$ cat src/rtl/rsd_pkg.sv
// ----------------------------------------------------------------------------
// rsd_pkg
// Shared types and constants for the rotary setpoint debounce block.
// ----------------------------------------------------------------------------
package rsd_pkg;

    localparam int unsigned SetpointW = 10;
    localparam int unsigned DigitW    = 4;
    localparam int unsigned DebW      = 8;
    localparam int unsigned HoldW     = 16;
    localparam int unsigned CfgDataW  = 16;

    localparam logic [SetpointW-1:0] SetpointMax   = 10'd999;
    localparam logic [SetpointW-1:0] SetpointReset = 10'd200;
    localparam logic [DebW-1:0]      DebounceMax   = 8'hFF;
    localparam logic [DebW-1:0]      DebLimitReset = 8'd16;
    localparam logic [HoldW-1:0]     HoldLimitReset = 16'd45000;

    typedef enum logic {
        CFG_DEBOUNCE_LIMIT = 1'b0,
        CFG_HOLD_LIMIT     = 1'b1
    } t_cfg_index;

    typedef struct packed {
        logic [SetpointW-1:0] setpoint_tenths;
        logic [DigitW-1:0]    tens_digit;
        logic [DigitW-1:0]    units_digit;
        logic [DigitW-1:0]    tenths_digit;
        logic                 changed;
        logic                 armed;
    } t_result;

endpackage

$ cat src/rtl/rsd_digits.sv
// ----------------------------------------------------------------------------
// rsd_digits
// Splits a setpoint of 0..999 tenths into its three decimal digits using
// reciprocal multiplies by constants.
// ----------------------------------------------------------------------------
module rsd_digits (
    input  logic [rsd_pkg::SetpointW-1:0] i_value,
    output logic [rsd_pkg::DigitW-1:0]    o_tens,
    output logic [rsd_pkg::DigitW-1:0]    o_units,
    output logic [rsd_pkg::DigitW-1:0]    o_tenths
);

    logic [15:0] w_hund_prod;
    logic [9:0]  w_rem;
    logic [14:0] w_ten_prod;
    logic [6:0]  w_rem7;

    // x / 100 == (x * 41) >> 12 for x below 1000
    assign w_hund_prod = {6'd0, i_value} * 16'd41;
    assign o_tens      = w_hund_prod[15:12];
    assign w_rem       = i_value - (10'({6'd0, o_tens}) * 10'd100);
    assign w_rem7      = w_rem[6:0];

    // x / 10 == (x * 205) >> 11 for x below 100
    assign w_ten_prod  = {8'd0, w_rem7} * 15'd205;
    assign o_units     = w_ten_prod[14:11];
    assign o_tenths    = 4'(w_rem7 - (7'({3'd0, o_units}) * 7'd10));

endmodule

$ cat src/rtl/rotary_setpoint_debounce.sv
// ----------------------------------------------------------------------------
// rotary_setpoint_debounce
// Quadrature encoder setpoint stepper with debounce and display hold.
// ----------------------------------------------------------------------------
// One input transaction per timer tick carries the edge strobe and both pin
// levels. Each one yields exactly one result transaction: the setpoint in
// tenths, its three digits, and the changed and armed flags after that tick.
// The tick update and digit split are one combinational pass into a result
// register, valid the cycle after acceptance unless a stalled result holds
// it; one transaction per cycle is sustained while the receiver takes them.
// A skid register behind the result register keeps o_ready high while one
// result waits; o_ready drops only when both hold a result, and rises again
// the cycle after the receiver takes one.
// Config writes (index 0 debounce limit, 1 hold limit) act at their clock
// edge; users must make them only while idle; the block does not enforce it.
// Synchronous reset clears the flags and counters, loads the setpoint with
// 20.0 degrees and the limits with 16 and 45000, and empties both result
// registers.
// ----------------------------------------------------------------------------
module rotary_setpoint_debounce (
    input  logic                          i_clk,
    input  logic                          i_rst_n,
    input  logic                          i_cfg_we,
    input  logic                          i_cfg_index,
    input  logic [rsd_pkg::CfgDataW-1:0]  i_cfg_data,
    input  logic                          i_valid,
    output logic                          o_ready,
    input  logic                          i_edge_req,
    input  logic                          i_pin_a,
    input  logic                          i_pin_b,
    output logic                          o_valid,
    input  logic                          i_ready,
    output logic [rsd_pkg::SetpointW-1:0] o_setpoint_tenths,
    output logic [rsd_pkg::DigitW-1:0]    o_tens_digit,
    output logic [rsd_pkg::DigitW-1:0]    o_units_digit,
    output logic [rsd_pkg::DigitW-1:0]    o_tenths_digit,
    output logic                          o_changed,
    output logic                          o_armed
);

    logic [rsd_pkg::DebW-1:0]      r_deb_limit;
    logic [rsd_pkg::HoldW-1:0]     r_hold_limit;

    logic                          r_armed, n_armed;
    logic                          r_change, n_change;
    logic [rsd_pkg::DebW-1:0]      r_deb_cnt, n_deb_cnt;
    logic [rsd_pkg::HoldW-1:0]     r_hold_cnt, n_hold_cnt;
    logic [rsd_pkg::SetpointW-1:0] r_setpoint, n_setpoint;

    rsd_pkg::t_result              r_out, n_out;
    rsd_pkg::t_result              r_skid, n_skid;
    logic                          r_out_valid, n_out_valid;
    logic                          r_skid_valid, n_skid_valid;

    rsd_pkg::t_result              w_result;
    logic                          w_in_acc;
    logic                          w_out_acc;

    assign o_ready   = !r_skid_valid;
    assign w_in_acc  = i_valid && o_ready;
    assign w_out_acc = r_out_valid && i_ready;

    // configuration
    always_ff @(posedge i_clk) begin
        if (!i_rst_n) begin
            r_deb_limit  <= rsd_pkg::DebLimitReset;
            r_hold_limit <= rsd_pkg::HoldLimitReset;
        end else if (i_cfg_we) begin
            case (rsd_pkg::t_cfg_index'(i_cfg_index))
                rsd_pkg::CFG_DEBOUNCE_LIMIT: begin
                    r_deb_limit <= i_cfg_data[rsd_pkg::DebW-1:0];
                end
                rsd_pkg::CFG_HOLD_LIMIT: begin
                    r_hold_limit <= i_cfg_data[rsd_pkg::HoldW-1:0];
                end
                default: begin
                end
            endcase
        end
    end

    // tick update
    always_comb begin
        logic [rsd_pkg::DebW-1:0]  deb;
        logic [rsd_pkg::HoldW-1:0] hold;
        logic                      armed;
        logic                      change;
        logic [rsd_pkg::SetpointW-1:0] sp;

        deb    = (r_deb_cnt == rsd_pkg::DebounceMax) ? r_deb_cnt : r_deb_cnt + 1'b1;
        hold   = r_hold_cnt + 1'b1;
        armed  = r_armed;
        change = r_change;
        sp     = r_setpoint;

        if (i_edge_req && !armed) begin
            armed  = 1'b1;
            deb    = '0;
            hold   = '0;
            change = 1'b1;
        end

        if (armed && (deb > r_deb_limit) && !i_pin_a) begin
            if (i_pin_b) begin
                if (sp < rsd_pkg::SetpointMax) begin
                    sp = sp + 1'b1;
                end
            end else begin
                if (sp != '0) begin
                    sp = sp - 1'b1;
                end
            end
            armed = 1'b0;
        end

        if (hold > r_hold_limit) begin
            change = 1'b0;
            hold   = '0;
        end

        n_deb_cnt  = deb;
        n_hold_cnt = hold;
        n_armed    = armed;
        n_change   = change;
        n_setpoint = sp;
    end

    rsd_digits u_digits (
        .i_value  (n_setpoint),
        .o_tens   (w_result.tens_digit),
        .o_units  (w_result.units_digit),
        .o_tenths (w_result.tenths_digit)
    );

    assign w_result.setpoint_tenths = n_setpoint;
    assign w_result.changed         = n_change;
    assign w_result.armed           = n_armed;

    // result register and skid
    always_comb begin
        n_out        = r_out;
        n_skid       = r_skid;
        n_out_valid  = r_out_valid;
        n_skid_valid = r_skid_valid;
        if (w_out_acc) begin
            if (r_skid_valid) begin
                n_out        = r_skid;
                n_skid_valid = 1'b0;
            end else begin
                n_out_valid  = 1'b0;
            end
        end
        if (w_in_acc) begin
            if (!r_out_valid || w_out_acc) begin
                n_out       = w_result;
                n_out_valid = 1'b1;
            end else begin
                n_skid       = w_result;
                n_skid_valid = 1'b1;
            end
        end
    end

    always_ff @(posedge i_clk) begin
        if (!i_rst_n) begin
            r_armed      <= 1'b0;
            r_change     <= 1'b0;
            r_deb_cnt    <= '0;
            r_hold_cnt   <= '0;
            r_setpoint   <= rsd_pkg::SetpointReset;
            r_out_valid  <= 1'b0;
            r_skid_valid <= 1'b0;
        end else begin
            if (w_in_acc) begin
                r_armed    <= n_armed;
                r_change   <= n_change;
                r_deb_cnt  <= n_deb_cnt;
                r_hold_cnt <= n_hold_cnt;
                r_setpoint <= n_setpoint;
            end
            r_out_valid  <= n_out_valid;
            r_skid_valid <= n_skid_valid;
        end
    end

    always_ff @(posedge i_clk) begin
        r_out  <= n_out;
        r_skid <= n_skid;
    end

    assign o_valid           = r_out_valid;
    assign o_setpoint_tenths = r_out.setpoint_tenths;
    assign o_tens_digit      = r_out.tens_digit;
    assign o_units_digit     = r_out.units_digit;
    assign o_tenths_digit    = r_out.tenths_digit;
    assign o_changed         = r_out.changed;
    assign o_armed           = r_out.armed;

endmodule

$ cat config.mk
export PLATFORM = sky130hd
export DESIGN_NAME = rotary_setpoint_debounce
export DESIGN_NICKNAME = d
export VERILOG_FILES = /design/src/rtl/rsd_pkg.sv /design/src/rtl/rsd_digits.sv /design/src/rtl/rotary_setpoint_debounce.sv
export SDC_FILE = /design/constraint.sdc
export NUM_CORES = 1
export LEC_CHECK = 0
export ABC_CLOCK_PERIOD_IN_PS = 15000
export BUFFER_PORTS_ARGS = -buffer_cell sky130_fd_sc_hd__buf_2
export CORE_ASPECT_RATIO = 0.7
export CORE_MARGIN = 2
export CORE_UTILIZATION = 62
export DETAILED_ROUTE_END_ITERATION = 8
export PLACE_DENSITY = 0.81
export SLEW_MARGIN = 20
export SYNTH_ARGS = -nofsm -noshare
export SYNTH_HDL_FRONTEND = slang
export SYNTH_SLANG_ARGS = --single-unit
$ cat constraint.sdc
create_clock -name i_clk -period 15 [get_ports i_clk]
set_input_delay 1.5 -clock i_clk [delete_from_list [all_inputs] [get_ports i_clk]]
set_output_delay 1.5 -clock i_clk [all_outputs]
set_load 0.05 [all_outputs]
======== After elaboration in Yosys (flattened, before gate mapping) ========
Cells that the tools add are included.
Widths: inputs -> output; s select.
cells by class
  add/subtract/negate cells ............... 6
  multipliers ............................. 4
  order comparisons ....................... 3
  equality and inequality tests ........... 1
  muxes and demuxes ....................... 23
  bitwise logic cells ..................... 2
  reduce and logical (&&, ||, !) cells .... 14
operators by type and width
  kind                   number
  $mux 24                4
  $mux 10                4
  $mux 16                2
  $add 16x1->16 const B  1
  $gt 16x16->1           1
  $mul 10x6->16 const B  1
  $mux 8                 2
  $mul 7x8->15 const B   1
  $mux 1                 11
  $add 10x1->10 const B  1
  $lt 10x10->1 const B   1
  $reduce_bool 10->1     1
  $sub 10x1->10 const B  1
  $add 8x1->8 const B    1
  $eq 8x8->1 const B     1
  $gt 8x8->1             1
  $sub 7x7->7            1
  $reduce_and 2->1       3
  $logic_and 1x1->1      5
  $mul 4x5->5 const B    1
  $logic_not 1->1        4
  $mul 4x3->3 const B    1
  $sub 4x4->4            1
  $not 1->1              2
  $logic_or 1x1->1       1
storage, ports and cells
  flip-flop bits (word level) ............. 110
  input port bits ......................... 25
  output and inout port bits .............. 26
  word-level logic and storage cells ...... 74

======== Depth between registers and ports, before layout ========
Gate-level depths: netlist of the first run.
  depth in word-level cells ............... 15
  gate-level depth with buffers ........... 56
  mapped depth without buffers ............ 55

======== Modules after synthesis ========
From an unflattened synthesis of the first run, not the netlist that was laid out.
unflattened totals
  cell total of the unflattened synthesis .. 884
  area, all modules ....................... 7885.1 µm²
modules (own cells, without submodules)
  module                    times used  cells an instance  area each (µm²)  sequential area each (µm²)
  rotary_setpoint_debounce  1           658                5815.6           2442.3
  rsd_digits                1           226                2069.5           0.0

======== Least setup slack after synthesis of the first run ========
OpenSTA, ideal clock, no wires.
  kind .................................... input to register
  start point ............................. input i_edge_req
  end point ............................... register r_skid[5] in the netlist's numbering, data pin
  library setup time ...................... 266 ps
  data arrival time ....................... 11710 ps
  data required time ...................... 14734 ps
  setup slack ............................. 3024 ps
  stages .................................. 49
  path buffers ............................ 2
  cells stage by stage .................... nor2b_1 > clkbuf_1 > a211oi_1 > ha_1 > nand2_1 > o211ai_1 > o311a_1 > nand2_1 > clkbuf_1 > o311ai_0 > inv_1 > ha_1 > inv_1 > fa_1 > inv_1 > ha_1 > ha_1 > and3_1 > (+13 left out) > ha_1 > inv_1 > fa_1 > inv_1 > ha_1 > ha_1 > ha_1 > a21o_1 > a21o_1 > a21oi_1 > o21ai_2 > xor2_1 > ha_1 > inv_1 > fa_1 > xnor2_1 > xnor2_1 > xnor2_1
between the ends
  cells in the longest elaborated chain, start to end .. 12
  elaborated cells between the ends (all ways) .. 13
  classes of those cells .................. add/sub (2); mul (4); order compare (1); mux (3); reduce/logical (3)
RTL lines
  element                         RTL line                         source
  from (decl)                     rotary_setpoint_debounce.sv:28   input logic i_edge_req,
  $logic_and 1x1->1               rotary_setpoint_debounce.sv:96   if (i_edge_req && !armed) begin
  $mux 8                          rotary_setpoint_debounce.sv:96
  net n_deb_cnt, one bit          rotary_setpoint_debounce.sv:46   logic [rsd_pkg::DebW-1:0] r_deb_cnt, n_deb_cnt;
  $gt 8x8->1                      rotary_setpoint_debounce.sv:103  if (armed && (deb > r_deb_limit) && !i_pin_a) begin
  $logic_and 1x1->1 (2 in a row)  rotary_setpoint_debounce.sv:103
  $mux 10                         rotary_setpoint_debounce.sv:103
  net n_setpoint, one bit         rotary_setpoint_debounce.sv:48   logic [rsd_pkg::SetpointW-1:0] r_setpoint, n_setpoint;
  $mul 10x6->16                   rsd_digits.sv:19                 assign w_hund_prod = {6'd0, i_value} * 16'd41;
  net u_digits.o_tens, one bit    rsd_digits.sv:8                  output logic [rsd_pkg::DigitW-1:0] o_tens,
  $mul 4x5->5                     rsd_digits.sv:21                 assign w_rem = i_value - (10'({6'd0, o_tens}) * 10'd100);
  $sub 7x7->7                     rsd_digits.sv:21
  $mul 7x8->15                    rsd_digits.sv:25                 assign w_ten_prod = {8'd0, w_rem7} * 15'd205;
  net u_digits.o_units, one bit   rsd_digits.sv:9                  output logic [rsd_pkg::DigitW-1:0] o_units,
  $mul 4x3->3                     rsd_digits.sv:27                 assign o_tenths = 4'(w_rem7 - (7'({3'd0, o_units}) * 7'd10));
  $sub 4x4->4                     rsd_digits.sv:27
  net u_digits.o_tenths, one bit  rsd_digits.sv:10                 output logic [rsd_pkg::DigitW-1:0] o_tenths
  to (signal assigned)            rotary_setpoint_debounce.sv:188  r_skid <= n_skid;
  to (decl)                       rotary_setpoint_debounce.sv:51   rsd_pkg::t_result r_skid, n_skid;
The timed path passes the listed nets, and every way through them passes these cells.
A chain may end at the register's enable or synchronous reset.

==> out/metrics.csv, run 1 <==
stage,metric,value,unit
layout,Final #Nets,1007,
clock_network,post-CTS resize count,0,
sta,Max Slew Vio Count,0,
synth,Post-synth EDFFs,23,
drt,Vias/cell,5.91,
layout,area of the multi-input gates,0.00460,mm²
setup_path,"Slowest-stage cell, CP",a221oi_1,
setup_path,Setup crit start,i_edge_req,
drt,DR pass1 iterations,5,
worst_hold_path,Hold Crit Class,flop to flop,
setup_path,reg2reg path depth,52,
floorplanning,Starting Density,0.639,
layout,layout cells sized above 1,0.107,
global_route,number of global-route vias before repair,5945,
drt,1st-iter DRT viols,444,
clock_network,post-cts hold buffer count,0,
clock_network,latest clock arrival within the worst-skew pair,0.36,ns
global_route,largest net degree at the start of global routing,50,
floorplanning,Die W,136,µm
setup_path,Critical Path RT,15.25,ns
setup_path,crit path max fanout,20,
synth,fraction of registers with async set/reset,0,
sta,endpoints failing hold,0,
sta,final cycle utilization of the critical path,0.864,
drt,DR DRC count,0,
global_route,global route overflow,0,
floorplanning,num rows,33,
floorplanning,Top-Level Pins,51,
global_route,Overall Global Routing Usage,0.272,
sta,Worst Tran Pin Value,1.01,ns
layout,Non-Filler Instances,1033,
setup_path,Worst Setup EP,o_tenths_digit[3],
placement,Post-Place Setup Slack,1.89,ns
global_route,antenna violations before repair,0,
synth,flop and latch count out of synthesis,109,
synth,syn_nets,976,
drt,Vias,6110,
status,status,completed,
sta,fmax,0.0772,GHz
setup_path,crit path kind,input pin to flop,
setup_path,CP startpoint kind,input pin,
floorplanning,die height,96.1,µm
clock_network,buffer count from post-CTS setup fixing,0,
sta,Tmin final,12.96,ns
clock_network,CTS Buffer Depth,2,
layout,register area,0.00241,mm²
clock_network,clock slew at reported path FFs,0.07,ns
sta,Rel. slew slack,0.326,
setup_path,flop2flop setup slack,2.42,ns
layout,area growth from synthesis to layout,8.26,%
setup_path,CP Capture Type,flop,
sta,Clock Skew,0.00823,ns
synth,Post-Syn Instances,840,
placement,Port Buf Inserts,50,
synth,Avg Synthesized Cell Area,8.95,µm²
worst_hold_path,hold depth,2,
clock_network,Root Driver,clkbuf_16,
synth,Yosys cell types,70,
setup_path,RR Startpoint,r_deb_cnt[0],
sta,worst setup margin,2.04,ns
global_route,first-pass GRT wire length,28200,µm
setup_path,"slowest stage delay, CP",0.58,ns
job,maxcap violations,0,
drt,routed wire length,16800,µm
sta,RSZ-0062 raised after global routing,false,
setup_path,CP Data Arrival Time,13.20,ns
placement,Inst Count DP,1017,
synth,Synth warnings,0,
sta,# setup viols final,0,
clock_network,CTS H-tree lvls,3,
layout,Filler Cell Count,910,
drt,Wirelength per Cell,16.3,µm
clock_network,CTS tree,done,
setup_path,worst r2r dst,o_tenths_digit[3],
setup_path,Worst path most repeated cell,ha_1,
floorplanning,die area,0.0130,mm²
clock_network,clock sink count,109,
synth,Synth Cell Area,0.00752,mm²
layout,Antenna Cells,0,
floorplanning,Std-Cell Core Area,0.0118,mm²
placement,dpl hpwl,12700,µm
drt,Post-DRT Antenna Nets,0,
placement,GP Congestion,1.02,
synth,register area share after synthesis,0.321,
clock_network,clock buffer count from CTS,9,
synth,Synth Flop Type,dfxtp_1,
sta,Setup TNS,0,ns
-- area by class of cell --
type	instances	share of cell area
Clock buffer	11	0.0286
Clock inverter	5	0.00692
Inverter	91	0.0420
Multi-Input combinational cell	604	0.566
Sequential cell	109	0.296
Tap cell	157	0.0241
Timing Repair Buffer	56	0.0363
-- layout by cell type (no fill, tap or decap), types with 26 or more instances in the layout --
cell type | netlist | final
nand2_1 | 110 | 110
a21boi_0 | 26 | 26
a21oi_1 | 27 | 26
ha_1 | 98 | 98
dfxtp_1 | 86 | 86
buf_2 | 2 | 50
inv_1 | 90 | 90
nor2_1 | 50 | 49
o21ai_0 | 34 | 34
-- flip-flops by register name, summed over array words and instances, names as in the netlist --
register / cells
o_armed: 1
o_changed: 1
o_setpoint_tenths: 10
o_tens_digit: 4
o_tenths_digit: 4
o_units_digit: 4
o_valid: 1
r_armed: 1
r_change: 1
r_deb_cnt: 8
r_deb_limit: 8
r_hold_cnt: 16
r_hold_limit: 16
r_setpoint: 10
r_skid: 23
r_skid_valid: 1
-- metrics by stage --
stage	util	instance area, µm²	hold slack [ns]
after floorplan	-	7520	0.443
after global placement	0.667	7850	0.451
after detailed placement	0.667	7850	0.460
after CTS	0.691	8130	0.469
after global routing	0.691	8140	0.499
final	0.691	8140	0.466
-- how the worst min path moves through the flow --
stage	startpoint	end
6_report	r_hold_limit[1]	r_hold_limit[1]
5_1_grt	o_setpoint_tenths[0]	o_setpoint_tenths[0]
4_1_cts	r_hold_limit[1]	r_hold_limit[1]
3_5_place_dp	r_hold_limit[1]	r_hold_limit[1]
3_3_place_gp	o_setpoint_tenths[0]	o_setpoint_tenths[0]
2_1_floorplan	r_deb_limit[1]	r_deb_limit[1]
-- logic make-up after synthesis --
group                    Yosys count  synth area share
adder cells (fa/ha/maj)          112             0.199
buffers and inverters            127            0.0679
XOR/XNOR                          41            0.0513
flip-flops                       109             0.321
AND/OR/NAND/NOR                  241             0.148
AO/OA/AOI/OAI                    184             0.178
multiplexers                      26            0.0351
-- cell usage after synthesis (all sizes together) (6+ instances only) --
| cell type | instances | share of area |
|---|---|---|
| a211oi | 7 | 0.0087 |
| a21boi | 26 | 0.026 |
| a21o | 10 | 0.010 |
| a21oi | 28 | 0.020 |
| a22o | 15 | 0.017 |
| a31oi | 10 | 0.012 |
| and3 | 7 | 0.0058 |
| buf | 10 | 0.0093 |
| clkbuf | 26 | 0.013 |
| dfxtp | 86 | 0.23 |
| edfxtp | 23 | 0.092 |
| fa | 13 | 0.035 |
| ha | 98 | 0.16 |
| inv | 91 | 0.045 |
| mux2i | 23 | 0.031 |
| nand2 | 111 | 0.056 |
| nand2b | 6 | 0.0050 |
| nand3 | 19 | 0.014 |
| nand4 | 12 | 0.010 |
| nor2 | 50 | 0.025 |
| nor2b | 8 | 0.0067 |
| nor3 | 11 | 0.0088 |
| o211ai | 15 | 0.015 |
| o21a | 8 | 0.0080 |
| o21ai | 35 | 0.024 |
| or3 | 6 | 0.0050 |
| xnor2 | 23 | 0.030 |
| xor2 | 18 | 0.021 |
-- critical path: cells and delay by family --
| family | cells | cell delay, ns |
|---|---|---|
| AOI/OAI and AO/OA | 12 | 2.79 |
| xor gates and xnor gates | 7 | 1.90 |
| adders and majority gates | 14 | 4.74 |
| buffers and inverters | 9 | 0.88 |
| and+or+nand+nor | 8 | 1.34 |
-- layer usage --
metal	routed length [µm]	up-vias	global-route usage
li1	-	2978	-
met2	7720	181	0.452
met4	312	0	0.0668
met3	872	36	0.0516
met5	0	-	0
met1	7940	2915	0.369
Power of run 1 is not shown: default switching activity piles up to over one toggle a cycle in this logic, so the estimate is an artifact.
==> inputs of run 2 (changes only) <==
--- a/config.mk
+++ b/config.mk
@@ -7,11 +7,13 @@
 export LEC_CHECK = 0
 export ABC_CLOCK_PERIOD_IN_PS = 15000
 export BUFFER_PORTS_ARGS = -buffer_cell sky130_fd_sc_hd__buf_2
+export CELL_PAD_IN_SITES_DETAIL_PLACEMENT = 2
+export CELL_PAD_IN_SITES_GLOBAL_PLACEMENT = 2
 export CORE_ASPECT_RATIO = 0.7
 export CORE_MARGIN = 2
-export CORE_UTILIZATION = 62
+export CORE_UTILIZATION = 39
 export DETAILED_ROUTE_END_ITERATION = 8
-export PLACE_DENSITY = 0.81
+export PLACE_DENSITY_LB_ADDON = 0.1
 export SLEW_MARGIN = 20
 export SYNTH_ARGS = -nofsm -noshare
 export SYNTH_HDL_FRONTEND = slang
==> out/metrics.csv, run 2 (same netlist as run 1, synthesis figures left out) <==
stage,metric,value,unit
sta,RSZ-0062 raised after global routing,false,
clock_network,post-CTS resize count,0,
setup_path,crit path kind,input pin to flop,
worst_hold_path,worst hold path startpoint,r_hold_limit[4],
global_route,largest net degree at the start of global routing,50,
setup_path,worst r2r dst,o_tenths_digit[3],
sta,final cycle utilization of the critical path,0.866,
drt,DR DRC count,0,
sta,Setup TNS,0,ns
layout,Reg with most FFs,r_skid,
layout,area growth from synthesis to layout,9.97,%
clock_network,clock slew at reported path FFs,0.08,ns
global_route,first-pass GRT wire length,36300,µm
placement,dpl hpwl,16900,µm
sta,Rel. slew slack,0.403,
setup_path,"Slowest-stage cell, CP",a221oi_1,
layout,number of flip-flops in the largest register,23,
drt,routed wire length,21900,µm
floorplanning,Top-Level Pins,51,
clock_network,post-cts hold buffer count,0,
floorplanning,Std-Cell Core Area,0.0189,mm²
setup_path,crit path max fanout,20,
drt,Post-DRT Antenna Nets,0,
placement,Port Buf Inserts,50,
global_route,Overall Global Routing Usage,0.225,
setup_path,"slowest stage delay, CP",0.63,ns
sta,Worst Tran Pin Value,0.889,ns
sta,# setup viols final,0,
status,status,completed,
worst_hold_path,hold depth,2,
sta,Tmin final,12.99,ns
layout,Filler Cell Count,2096,
floorplanning,Die W,170,µm
drt,Vias,6109,
setup_path,Worst path most repeated cell,ha_1,
clock_network,CTS tree,done,
clock_network,buffer count from post-CTS setup fixing,0,
clock_network,latest clock arrival within the worst-skew pair,0.36,ns
drt,DR pass1 iterations,5,
sta,fmax,0.0770,GHz
clock_network,Root Driver,clkbuf_16,
sta,endpoints failing hold,0,
setup_path,reg2reg path depth,52,
drt,Vias/cell,5.46,
placement,GP Congestion,0.810,
layout,Antenna Cells,0,
floorplanning,die area,0.0204,mm²
layout,Largest regs,"r_skid (23), r_hold_cnt (16), r_hold_limit (16)",
drt,Wirelength per Cell,19.5,µm
sta,Clock Skew,0.0112,ns
setup_path,Setup crit start,i_edge_req,
floorplanning,die height,120,µm
setup_path,CP startpoint kind,input pin,
floorplanning,num rows,42,
clock_network,CTS Buffer Depth,2,
worst_hold_path,Hold Crit Class,flop to flop,
setup_path,RR Startpoint,r_deb_cnt[0],
layout,"most common cell after layout, fill and taps aside",nand2_1,
layout,layout cells sized above 1,0.111,
setup_path,CP Capture Type,flop,
global_route,number of global-route vias before repair,6693,
setup_path,flop2flop setup slack,2.28,ns
drt,1st-iter DRT viols,277,
global_route,antenna violations before repair,0,
global_route,global route overflow,0,
clock_network,clock buffer count from CTS,9,
layout,most frequent cells in the layout,"nand2_1, ha_1, inv_1, dfxtp_1, buf_2",
sta,Max Slew Vio Count,0,
setup_path,CP Data Arrival Time,13.25,ns
layout,Final #Nets,1008,
clock_network,CTS H-tree lvls,3,
worst_hold_path,Hold EP,r_hold_limit[4],
floorplanning,Starting Density,0.397,
setup_path,Critical Path RT,15.26,ns
job,maxcap violations,0,
clock_network,clock sink count,109,
-- run 2: changes by cell type in the layout (fill, tap and decap cells not counted), sizes merged --
cell,change
clkinv,+3
clkbuf,-2
buf,+1
bufinv,-1
-- run 2: how the worst max path moves through the flow --
stage | endpoint | slack, ns
after floorplan | r_skid[5] | 3.02
after global placement | r_skid[5] | 2.34
after detailed placement | o_tenths_digit[3] | 1.64
after CTS | o_tenths_digit[3] | 1.94
after global routing | o_tenths_digit[3] | 1.04
final | o_tenths_digit[3] | 2.01
-- run 2: cell type report --
class	instances	area, µm²	area share
Clock buffer	9	225	0.0272
Clock inverter	7	78.8	0.00954
Inverter	91	342	0.0413
Multi-Input combinational cell	604	4600	0.557
Sequential cell	109	2410	0.292
Tap cell	242	303	0.0366
Timing Repair Buffer	57	303	0.0366
-- run 2: layer usage --
metal  wire [µm]  vias up  GRT usage
met1       10800     3066      0.309
li1            -     2977          -
met3         417       13     0.0290
met4         144        0     0.0331
met2       10500       53      0.388
met5           0        -          0
-- run 2: through the flow --
stage	setup slack [ns]	area, µm²	std cells	utilization	hold WS, ns
floorplan	3.02	7520	840	-	0.443
global placement	2.34	7960	1103	0.421	0.453
detailed placement	1.64	7960	1103	0.421	0.466
CTS	1.94	8260	1119	0.437	0.478
global route	1.04	8270	1119	0.437	0.502
finish	2.01	8270	1119	0.437	0.472
-- run 2: critical path, delay by kind of cell --
family / cells / cell delay, ns
compound gates: 14 / 3.18
buf+inv: 9 / 0.91
simple gates: 7 / 1.23
fa+ha+maj: 14 / 4.72
xor+xnor: 7 / 1.71
Power of run 2 is left out for the same reason.
